==> config.mk <==
export PLATFORM = sky130hd
export DESIGN_NAME = arpc_out_reg
export DESIGN_NICKNAME = d
export VERILOG_FILES = /design/src/rtl/arpc_pkg.sv /design/src/rtl/arpc_out_reg.sv
export SDC_FILE = /design/constraint.sdc
export NUM_CORES = 1
export LEC_CHECK = 0
export ABC_CLOCK_PERIOD_IN_PS = 1500
export BUFFER_PORTS_ARGS = -buffer_cell sky130_fd_sc_hd__buf_4
export CAP_MARGIN = 20
export CORE_AREA = 2 2 125 96
export DETAILED_ROUTE_END_ITERATION = 16
export DIE_AREA = 0 0 127 98
export SYNTH_ARGS = -nofsm -noshare
export SYNTH_HDL_FRONTEND = slang
export SYNTH_SLANG_ARGS = --single-unit
==> constraint.sdc <==
create_clock -name clk -period 1.5 [get_ports clk]
set_input_delay 0.15 -clock clk [delete_from_list [all_inputs] [get_ports clk]]
set_output_delay 0.15 -clock clk [all_outputs]
set_load 0.01 [all_outputs]
==> src/rtl/arpc_pkg.sv <==
package arpc_pkg;

  localparam int unsigned CacheEntries = 64;
  localparam int unsigned RequestSlots = 16;
  localparam int unsigned PortCount = 16;

  localparam logic [1:0] REQ_LOOKUP = 2'd0;
  localparam logic [1:0] REQ_INSERT = 2'd1;
  localparam logic [1:0] REQ_QUEUE  = 2'd2;
  localparam logic [1:0] REQ_TICK   = 2'd3;

  localparam logic [2:0] KIND_LOOKUP = 3'd0;
  localparam logic [2:0] KIND_INSERT = 3'd1;
  localparam logic [2:0] KIND_QUEUE  = 3'd2;
  localparam logic [2:0] KIND_SEND   = 3'd3;
  localparam logic [2:0] KIND_GIVEUP = 3'd4;
  localparam logic [2:0] KIND_DONE   = 3'd5;

  localparam logic [1:0] CFG_TIMEOUT = 2'd0;
  localparam logic [1:0] CFG_RESEND  = 2'd1;
  localparam logic [1:0] CFG_TRIES   = 2'd2;

  localparam logic [7:0] TIMEOUT_RESET = 8'd15;
  localparam logic [7:0] RESEND_RESET  = 8'd1;
  localparam logic [2:0] TRIES_RESET   = 3'd5;

  typedef struct packed {
    logic [2:0]  kind;
    logic        found;
    logic        refused;
    logic [31:0] ip;
    logic [47:0] mac;
    logic [3:0]  port;
    logic        last;
  } result_t;

  // one request slot, as stored
  typedef struct packed {
    logic [31:0] ip;
    logic [3:0]  port;
    logic [2:0]  tries;
    logic [7:0]  age;
    logic        was_sent;
  } pend_t;

  // one cache entry, as stored
  typedef struct packed {
    logic [31:0] ip;
    logic [47:0] mac;
    logic [7:0]  age;
  } entry_t;

endpackage

==> src/rtl/arpc_out_reg.sv <==
module arpc_out_reg (
  input  logic              clk,
  input  logic              rst,
  input  logic              push,
  input  arpc_pkg::result_t push_data,
  output logic              space,
  output logic              valid,
  input  logic              ready,
  output arpc_pkg::result_t data
);

  assign space = !valid || ready;

  always_ff @(posedge clk) begin
    if (rst) begin
      valid <= 1'b0;
    end else if (push) begin
      valid <= 1'b1;
    end else if (ready) begin
      valid <= 1'b0;
    end
  end

  always_ff @(posedge clk) begin
    if (push) begin
      data <= push_data;
    end
  end

  assert property (@(posedge clk) disable iff (rst) push |-> space)
    else $error("result pushed into a full output register");
  assert property (@(posedge clk) disable iff (rst) (valid && !ready) |=> valid)
    else $error("stalled result lost");
  assert property (@(posedge clk) disable iff (rst)
      (valid && !ready && !$past(rst)) |=> $stable(data))
    else $error("stalled result changed");

endmodule

# Word-level counts from Yosys, hierarchy flattened
# Cells that the tools add are included.
dict set report op_classes {
  addsub 0
  multipliers 0
  n_div 0
  n_lt_le_gt_ge 0
  n_eq_ne 0
  n_shift 0
  n_mux 2
  bitwise 0
  n_reduce_logical 3
}
# op n
set ops {}
lappend ops {{$mux 1} 2}
lappend ops {{$reduce_bool 2->1} 1}
lappend ops {{$logic_not 1->1} 1}
lappend ops {{$logic_or 1x1->1} 1}
dict set report word_totals {
  regBits 91
  latchBits 0
  ramBits 0
  mem_bits_ro 0
  input_bits 94
  output_inout_bits 92
  elab_cells 13
  memories 0
}

# Logic depth before layout (Yosys ltp)
# Gate-level depths: netlist of run 1.
dict set report depth {
  depth_word 2
  mapped_depth 2
  mapped_depth_nobuf 2
}

# Worst setup path before layout of run 1
# OpenSTA, ideal clock, no wires.
dict set report synth_timing {
  path_kind {flip-flop to flip-flop}
  startpoint {register, netlist name valid}
  endpoint {register valid}
  setup_time_ns 0.066
  arrival_ns 0.597
  required_time_ns 1.434
  setup_slack_ns 0.837
  path_stages_with_launch 3
  n_path_buf 0
  synth_period_minus_slack_ns 0.663
  cell_sequence {dfxtp_1 -> nand2b_4 -> a21oi_2}
}
# element line_no
set synth_lines {}
lappend synth_lines {{to (signal assigned)} arpc_out_reg.sv:16} ;# valid <= 1'b0;
lappend synth_lines {{to (signal assigned)} arpc_out_reg.sv:18} ;# valid <= 1'b1;
lappend synth_lines {{to (signal assigned)} arpc_out_reg.sv:20} ;# valid <= 1'b0;
lappend synth_lines {{to (decl)} arpc_out_reg.sv:7} ;# output logic valid,

# Worst setup path after layout of run 1
dict set report layout_timing {
  startpoint {register valid}
  endpoint {output port space}
}
dict set report layout_via {
  elab_chain_cells 2
}
# element line_no
set layout_lines {}
lappend layout_lines {{$logic_not 1->1} arpc_out_reg.sv:12} ;# assign space = !valid || ready;
lappend layout_lines {{$logic_or 1x1->1} arpc_out_reg.sv:12}
lappend layout_lines {{to (decl)} arpc_out_reg.sv:6} ;# output logic space,
# Every way passes these cells.

==> results by group, run 1 <==
Setup path
  • Worst setup SP type: flip-flop
  • RR Startpoint: valid
  • Worst setup path class: flip-flop to output pin
  • R2R cell count: 2
  • Critical R2R Capture: valid
  • Critical Path RT: 1.35 ns
  • Worst Setup End Kind: output pin
  • Worst Path Arrival: 0.91 ns
  • Flop-to-flop setup slack: 0.88 ns
  • Crit-path max FO: 2

Pwr
  • Leak Pwr: 2.32 nW
  • PD cells: 1080 mW/mm^2
  • Internal Power: 0.00473 W
  • Sw frac: 0.210
  • Net Sw Power: 0.00126 W
  • Reg power frac: 0.513
  • Combinational share of power: 0.142
  • Maximum VDD drop: 0.000676 V
  • Clock Power Share: 0.344

Global route
  • Largest net degree at the start of global routing: 48
  • Routing usage on met3: 0.0701
  • Gr busiest metal: met2
  • Initial antenna violation count: 0
  • GRT Util Overall: 0.121
  • Grt total ovfl: 0
  • First-pass GRT wire length: 11400 um
  • Met2 usage: 0.203
  • Vias in the first global route: 2253
  • GR Layer Usage met1: 0.124

Clock network
  • CTS Buffer Depth: 2
  • Hold buffers post-CTS: 91
  • Clk slew on worst S/H paths: 0.06 ns
  • Setup repair bufs after CTS: 0
  • TritonCTS clock tree: yes
  • Root buffer cell: clkbuf_16
  • Post-CTS resize count: 0
  • Cts bufs inserted: 9
  • H-tree Lvls: 3
  • Skew-Pair Late Insertion Delay: 0.33 ns
  • Clk sink count: 91

STA
  • Setup_tns: 0 ns
  • Final hold vios: 0
  • Min Tclk post-route: 1.06 ns
  • Max Slew Vio Count: 0
  • Final WS setup: 0.436 ns
  • RSZ-0062 raised after global routing: false
  • Peak Freq: 940 MHz
  • Post-route clock period utilization: 0.709
  • Worst Max-Slew Pin Slew: 0.257 ns
  • Skew final: 0 ns
  • Relative slew slack: 0.829
  • # setup viols final: 0

Layout
  • Syn-to-layout area delta: 102%
  • FILL cells: 927
  • Seq. cell area: 0.00272 sq mm
  • NumNets Final: 477
  • Fraction of layout cells with a size suffix above 1: 0.521
  • Multi-input gate area: 22.5 sq um
  • N_diodes: 0
  • Finished Layout Cells: 532

Synthesis
  • Synth unique cells: 5
  • Synth Cell Area: 0.00275 sq mm
  • Syn avg cell area: 29.2 sq um
  • Yosys warns: 0
  • Seq/Total Area, Yosys: 0.990
  • Synth Register Bits: 91
  • Synth Net Count: 188
  • Post-Syn Instances: 94

Die
  • I/O pins: 186
  • Die ar.: 0.0124 sq mm
  • Die Y: 98 um
  • Core area: 0.0113 sq mm
  • Starting Density: 0.243
  • Row count: 34
  • Die width: 127 um

Detailed routing
  • Antenna Nets Post-Route: 0
  • DRT Pass-1 Iters: 4
  • Remaining DRCs: 0
  • Routed wire length: 7520 um
  • DR iter-0 viols: 60
  • DR WL/cell: 14.1 um
  • Vias: 2044
  • Avg Vias per Cell: 3.84

Outcome
  • Outcome: completed

Placement
  • Port Buf Inserts: 185
  • Placement Setup Slack: 0.630 ns
  • Post-placement cell count: 425
  • Placer's final routability congestion estimate: 0.682

Flow run
  • MaxCap Viol Count: 0

Hold path
  • HP Class: input port to flip-flop
  • Hold path cells: 3
  • Hold Crit Start: ready
  • Hold EP: valid
[cells in the mapped netlist]
cell | count | area (sq um)
edfxtp_1 | 90 | 2700
a21oi_2 | 1 | 8.76
dfxtp_1 | 1 | 20.0
inv_1 | 1 | 3.75
nand2b_4 | 1 | 13.8
[logic make-up (layout without fill, tap and decap cells)]
kind of cell,after synthesis,in the layout,share of synthesized area
compound gates,1,1,0.00319
buf+inv,1,295,0.00136
flops,91,91,0.990
simple gates,1,1,0.00501
[registers in the layout (all words and copies together) (netlist names)]
signal / cells
valid: 1
data: 90
[worst max-delay path by stage]
stage / from / endpoint / slack (ns)
2_1_floorplan: valid / valid / 0.84
3_3_place_gp: push / data[43] / 0.65
3_5_place_dp: push / data[73] / 0.63
4_1_cts: valid / space / 0.42
5_1_grt: valid / space / 0.38
6_report: valid / space / 0.44
[through the flow]
stage	utilization	instance area [sq um]	hold WS, ns	power (W)
after floorplan	-	2750	0.212	0.00324
after global placement	0.385	4360	0.308	0.00378
after detailed placement	0.385	4360	0.309	0.00379
after CTS	0.490	5540	0.0786	0.00606
after global routing	0.490	5540	0.0782	0.00624
final	0.490	5540	0.0920	0.00599
[critical path: stages, from the launching register on]
cell	delay, ns
dfxtp_1	0.38
nand2b_4	0.07
buf_4	0.14
[layout by cell type (no fill, tap or decap)]
cell type      instances
nand2b_4               1
a21oi_2                1
dfxtp_1                1
clkinvlp_4             2
buf_4                185
clkbuf_8               1
buf_12                 2
clkbuf_16              9
dlygate4sd3_1         91
clkinv_4               1
edfxtp_1              90
inv_1                  1
clkbuf_1               3
[power groups by stage]
stage	logic, W	registers, W	clock network (W)
finish	0.000852	0.00308	0.00206
global placement	0.000660	0.00312	0
CTS	0.000853	0.00308	0.00213
detailed placement	0.000663	0.00313	0
floorplan	0.00000548	0.00324	0
global route	0.000905	0.00310	0.00224
[final cells by class]
type                            instances  area share
Sequential cell                        91       0.491
Timing Repair Buffer                  278       0.422
Clock buffer                           13      0.0451
Tap cell                              144      0.0325
Clock inverter                          3     0.00429
Multi-Input combinational cell          2     0.00406
Inverter                                1    0.000677
[per-layer routing]
| metal | wire length, um | up-vias |
|---|---|---|
| met5 | 0 | - |
| met4 | 181 | 0 |
| met3 | 812 | 13 |
| met2 | 3610 | 133 |
| met1 | 2910 | 941 |
| li1 | - | 957 |
Note: power is estimated with default switching activity, not from simulation.
==> inputs of run 2 (changes only) <==
--- a/config.mk
+++ b/config.mk
@@ -5,7 +5,7 @@
 export SDC_FILE = /design/constraint.sdc
 export NUM_CORES = 1
 export LEC_CHECK = 0
-export ABC_CLOCK_PERIOD_IN_PS = 1500
+export ABC_CLOCK_PERIOD_IN_PS = 1100
 export BUFFER_PORTS_ARGS = -buffer_cell sky130_fd_sc_hd__buf_4
 export CAP_MARGIN = 20
 export CORE_AREA = 2 2 125 96
==> constraint.sdc (replaced) <==
create_clock -name clk -period 1.1 [get_ports clk]
set_input_delay 0.11 -clock clk [delete_from_list [all_inputs] [get_ports clk]]
set_output_delay 0.11 -clock clk [all_outputs]
set_load 0.01 [all_outputs]
==> results by group, run 2 (synthesis results as in run 1) <==
Detailed routing
  • Routed wire length: 7660 um
  • Antenna Nets Post-Route: 0
  • DRT Pass-1 Iters: 4
  • Vias: 2024
  • DR WL/cell: 14.4 um
  • Remaining DRCs: 0
  • Avg Vias per Cell: 3.80
  • DR iter-0 viols: 71

Setup path
  • Worst Path Arrival: 0.92 ns
  • Worst setup SP type: flip-flop
  • Worst path cell trace: nand2b_4 > buf_4
  • Slowest Stage Delay on Critical Path: 0.38 ns
  • CP bufs+invs: 1
  • Worst Setup End Kind: output pin
  • Crit-path max FO: 2
  • Worst setup path class: flip-flop to output pin
  • Worst path slowest cell: dfxtp_1
  • Critical Path RT: 0.99 ns
  • CP top delay family: flip-flops

Layout
  • NumNets Final: 477
  • Largest Register: data
  • FILL cells: 923
  • Regs by FF count: data: 90 flops, valid: 1 flops
  • Most frequent cells in the layout: buf_4 (185), dlygate4sd3_1 (91), edfxtp_1 (90)
  • Most common cell after layout, fill and taps aside: buf_4
  • Fraction of layout cells with a size suffix above 1: 0.523
  • Max reg flops: 90
  • Multi-input gate area: 22.5 sq um
  • Seq. cell area: 0.00272 sq mm
  • N_diodes: 0
  • Syn-to-layout area delta: 102%

Hold path
  • HP Class: input port to flip-flop

Global route
  • Vias in the first global route: 2211
  • Grt total ovfl: 0
  • Initial antenna violation count: 0
  • GRT Util Overall: 0.125
  • First-pass GRT wire length: 11700 um
  • Largest net degree at the start of global routing: 47

Die
  • Die ar.: 0.0124 sq mm
  • Starting Density: 0.243
  • Row count: 34
  • I/O pins: 186
  • Die Y: 98 um
  • Die width: 127 um
  • Core area: 0.0113 sq mm

STA
  • Hold_ws: 0.0446 ns
  • Relative slew slack: 0.835
  • Post-route clock period utilization: 0.939
  • RSZ-0062 raised after global routing: false
  • Setup_tns: 0 ns
  • Final hold vios: 0
  • Min Tclk post-route: 1.03 ns
  • Worst Max-Slew Pin Slew: 0.248 ns
  • Max Slew Vio Count: 0
  • # setup viols final: 0
  • Peak Freq: 969 MHz
  • Skew final: 0 ns

Pwr
  • Maximum VDD drop: 0.000865 V
  • Leak Pwr: 2.33 nW
  • PD cells: 1510 mW/mm^2

Placement
  • Port Buf Inserts: 185
  • Placer's final routability congestion estimate: 0.696

Clock network
  • TritonCTS clock tree: yes
  • H-tree Lvls: 3
  • Skew-Pair Late Insertion Delay: 0.33 ns
  • CTS Buffer Depth: 2
  • Cts bufs inserted: 9
  • Root buffer cell: clkbuf_16
  • Clk slew on worst S/H paths: 0.07 ns
  • Clk sink count: 91
  • Post-CTS resize count: 0

Outcome
  • Outcome: completed

Flow run
  • MaxCap Viol Count: 0
run 2: final timing paths:
check	start	endpoint	slack [ns]	cells after the start
max	valid	space	0.07	2
min	ready	valid	0.04	3
max reg2reg	valid	valid	0.48	2
min reg2reg	valid	valid	0.50	2
run 2: metrics by stage:
step / std cells / utilization / total power, W / instance area [sq um] / setup WS, ns
3_5_place_dp: 425 / 0.385 / 0.00517 / 4360 / 0.281
3_3_place_gp: 425 / 0.385 / 0.00516 / 4360 / 0.292
5_1_grt: 532 / 0.491 / 0.00875 / 5560 / 0.0164
6_report: 532 / 0.491 / 0.00838 / 5560 / 0.0675
2_1_floorplan: 94 / - / 0.00442 / 2750 / 0.437
4_1_cts: 532 / 0.491 / 0.00850 / 5560 / 0.0473
run 2: layer usage:
layer | up-vias | track usage | share of wire | wire, um
li1 | 956 | - | - | -
met1 | 917 | 0.140 | 0.39 | 3020
met2 | 137 | 0.203 | 0.47 | 3600
met3 | 14 | 0.0614 | 0.11 | 879
met4 | 0 | 0.0558 | 0.021 | 158
met5 | - | 0 | 0 | 0
run 2: where the power goes:
group / switching (W) / leakage [nW] / total (W) / internal, W
logic: 0.000423 / 1.30 / 0.00116 / 0.000742
clock network: 0.00126 / 0.141 / 0.00302 / 0.00177
registers: 0.0000802 / 0.889 / 0.00419 / 0.00411
total: 0.00176 / 2.33 / 0.00838 / 0.00662
run 2: what timing repair did:
action	in CTS	in global routing
buffers inserted	0	0
endpoints found under the hold margin	91	0
hold buffers	91	0
run 2: worst min-delay path: stages:
cell and delay (ns):
buf_4 0.08, nand2b_4 0.11, a21oi_2 0.04
run 2: area by class of cell:
class	count	share of cell area
clock buffers	10	0.0412
clock inverters	6	0.0115
inverters	1	0.000675
multi-input cells	2	0.00405
flip-flops and latches	91	0.490
well taps	144	0.0324
repair buffers	278	0.421
==> inputs of run 3 (changes only) <==
--- a/config.mk
+++ b/config.mk
@@ -6,7 +6,7 @@
 export NUM_CORES = 1
 export LEC_CHECK = 0
 export ABC_CLOCK_PERIOD_IN_PS = 1100
-export BUFFER_PORTS_ARGS = -buffer_cell sky130_fd_sc_hd__buf_4
+export BUFFER_PORTS_ARGS = -buffer_cell sky130_fd_sc_hd__buf_2
 export CAP_MARGIN = 20
 export CORE_AREA = 2 2 125 96
 export DETAILED_ROUTE_END_ITERATION = 16
==> constraint.sdc (replaced) <==
create_clock -name clk -period 1.1 [get_ports clk]
set_input_delay 0 -clock clk [delete_from_list [all_inputs] [get_ports clk]]
set_output_delay 0 -clock clk [all_outputs]
set_load 0.01 [all_outputs]
==> results by group, run 3 (synthesis results as in run 1) <==
STA
  • RSZ-0062 raised after global routing: false
  • Min Tclk post-route: 0.920 ns
  • Peak Freq: 1090 MHz
  • Skew final: 0 ns
  • Relative slew slack: 0.832
  • Max Slew Vio Count: 0
  • Post-route clock period utilization: 0.837
  • Final hold vios: 0
  • # setup viols final: 0
  • Setup_tns: 0 ns
  • Worst Max-Slew Pin Slew: 0.252 ns

Placement
  • Placer's final routability congestion estimate: 0.679
  • DPL Wire Length: 4370 um
  • Port Buf Inserts: 185
  • Post-placement cell count: 425

Detailed routing
  • Remaining DRCs: 0
  • DR iter-0 viols: 55
  • Vias: 1995
  • DRT Pass-1 Iters: 4
  • DR WL/cell: 13.4 um
  • Antenna Nets Post-Route: 0
  • Routed wire length: 7130 um
  • Avg Vias per Cell: 3.74

Global route
  • Vias in the first global route: 2185
  • Grt total ovfl: 0
  • First-pass GRT wire length: 10900 um
  • Largest net degree at the start of global routing: 47
  • Initial antenna violation count: 0
  • GRT Util Overall: 0.116

Hold path
  • Hold Crit Start: push
  • Hold EP: valid
  • Hold path cells: 4
  • HP Class: input port to flip-flop

Setup path
  • Worst Setup End Kind: output pin
  • Critical R2R Capture: valid
  • Critical Path RT: 1.10 ns
  • Flop-to-flop setup slack: 0.48 ns
  • R2R cell count: 2
  • Crit-path max FO: 2
  • RR Startpoint: valid
  • Worst setup SP type: flip-flop
  • Worst Path Arrival: 0.92 ns
  • Worst setup path class: flip-flop to output pin

Clock network
  • Root buffer cell: clkbuf_16
  • Clk sink count: 91
  • H-tree Lvls: 3
  • TritonCTS clock tree: yes
  • CTS Buffer Depth: 2
  • Skew-Pair Late Insertion Delay: 0.33 ns
  • Cts bufs inserted: 9
  • Clk slew on worst S/H paths: 0.07 ns

Flow run
  • MaxCap Viol Count: 0

Layout
  • Max reg flops: 90
  • Regs by FF count: data: 90 flops, valid: 1 flops
  • N_diodes: 0
  • Most frequent cells in the layout: buf_2 (184), dlygate4sd3_1 (92), edfxtp_1 (90)
  • Most common cell after layout, fill and taps aside: buf_2
  • NumNets Final: 478
  • Syn-to-layout area delta: 84.9%
  • Finished Layout Cells: 533
  • Fraction of layout cells with a size suffix above 1: 0.517
  • FILL cells: 967
  • Largest Register: data

Die
  • Die Y: 98 um
  • I/O pins: 186
  • Die width: 127 um
  • Die ar.: 0.0124 sq mm
  • Starting Density: 0.243
  • Row count: 34
  • Core area: 0.0113 sq mm

Pwr
  • Maximum VDD drop: 0.000919 V
  • Pwr Total: 0.00785 W
  • PD cells: 1540 mW/mm^2
  • Leak Pwr: 2.16 nW

Outcome
  • Outcome: completed
-- run 3: cell count changes in the layout (fill, tap and decap cells not counted), sizes merged --
cell,before,now
inv,3,1
dlygate4sd3,91,92
clkinvlp,1,2
bufinv,1,0
clkbuf,10,12
-- run 3: timing repair --
item / in CTS / in global routing
setup endpoints to repair: 0 / 0
setup buffers: 0 / 0
gates resized for setup: 0 / 0
hold buffers: 92 / 0
endpoints found under the hold margin: 91 / 0
-- run 3: area by class of cell --
type / count / area, sq um / share of cell area
clock buffer: 12 / 236 / 0.0465
clock inverter: 4 / 27.5 / 0.00542
inverter: 1 / 3.75 / 0.000739
multi-input combinational: 2 / 22.5 / 0.00443
sequential: 91 / 2720 / 0.536
tap: 144 / 180 / 0.0355
timing repair buffer: 279 / 1890 / 0.372
-- run 3: stage by stage --
| step | worst slack (ns) | area [sq um] | hold WS [ns] | util |
|---|---|---|---|---|
| 2_1_floorplan | 0.437 | 2750 | 0.0624 | - |
| 5_1_grt | 0.136 | 5080 | 0.173 | 0.449 |
| 3_5_place_dp | 0.390 | 3900 | 0.164 | 0.344 |
| 3_3_place_gp | 0.397 | 3900 | 0.164 | 0.344 |
| 4_1_cts | 0.163 | 5080 | 0.153 | 0.449 |
| 6_report | 0.180 | 5080 | 0.153 | 0.449 |
-- run 3: worst max-delay path by stage --
stage / startpoint / endpoint / slack (ns) / depth (start not counted)
2_1_floorplan: valid / valid / 0.44 / 2
3_3_place_gp: push / data[57] / 0.40 / 2
3_5_place_dp: push / data[43] / 0.39 / 2
4_1_cts: valid / space / 0.16 / 2
5_1_grt: valid / space / 0.14 / 2
6_report: valid / space / 0.18 / 2
-- run 3: per-layer routing --
layer  part of all wire  GRT usage  vias to the layer above
met4              0.016     0.0473                        0
met3               0.13     0.0685                        9
li1                   -          -                      959
met2               0.45      0.183                      132
met1               0.41      0.128                      895
met5                  0          0                        -
-- run 3: report_power, final --
group | total (W) | leakage (nW) | switching, W | internal (W)
registers | 0.00418 | 0.889 | 0.0000674 | 0.00411
clock network | 0.00274 | 0.120 | 0.00122 | 0.00153
logic | 0.000923 | 1.15 | 0.000405 | 0.000519
-- run 3: worst max-delay path, stage by stage (launching register included) --
cell	delay, ns
dfxtp_1	0.38
nand2b_4	0.07
buf_2	0.14
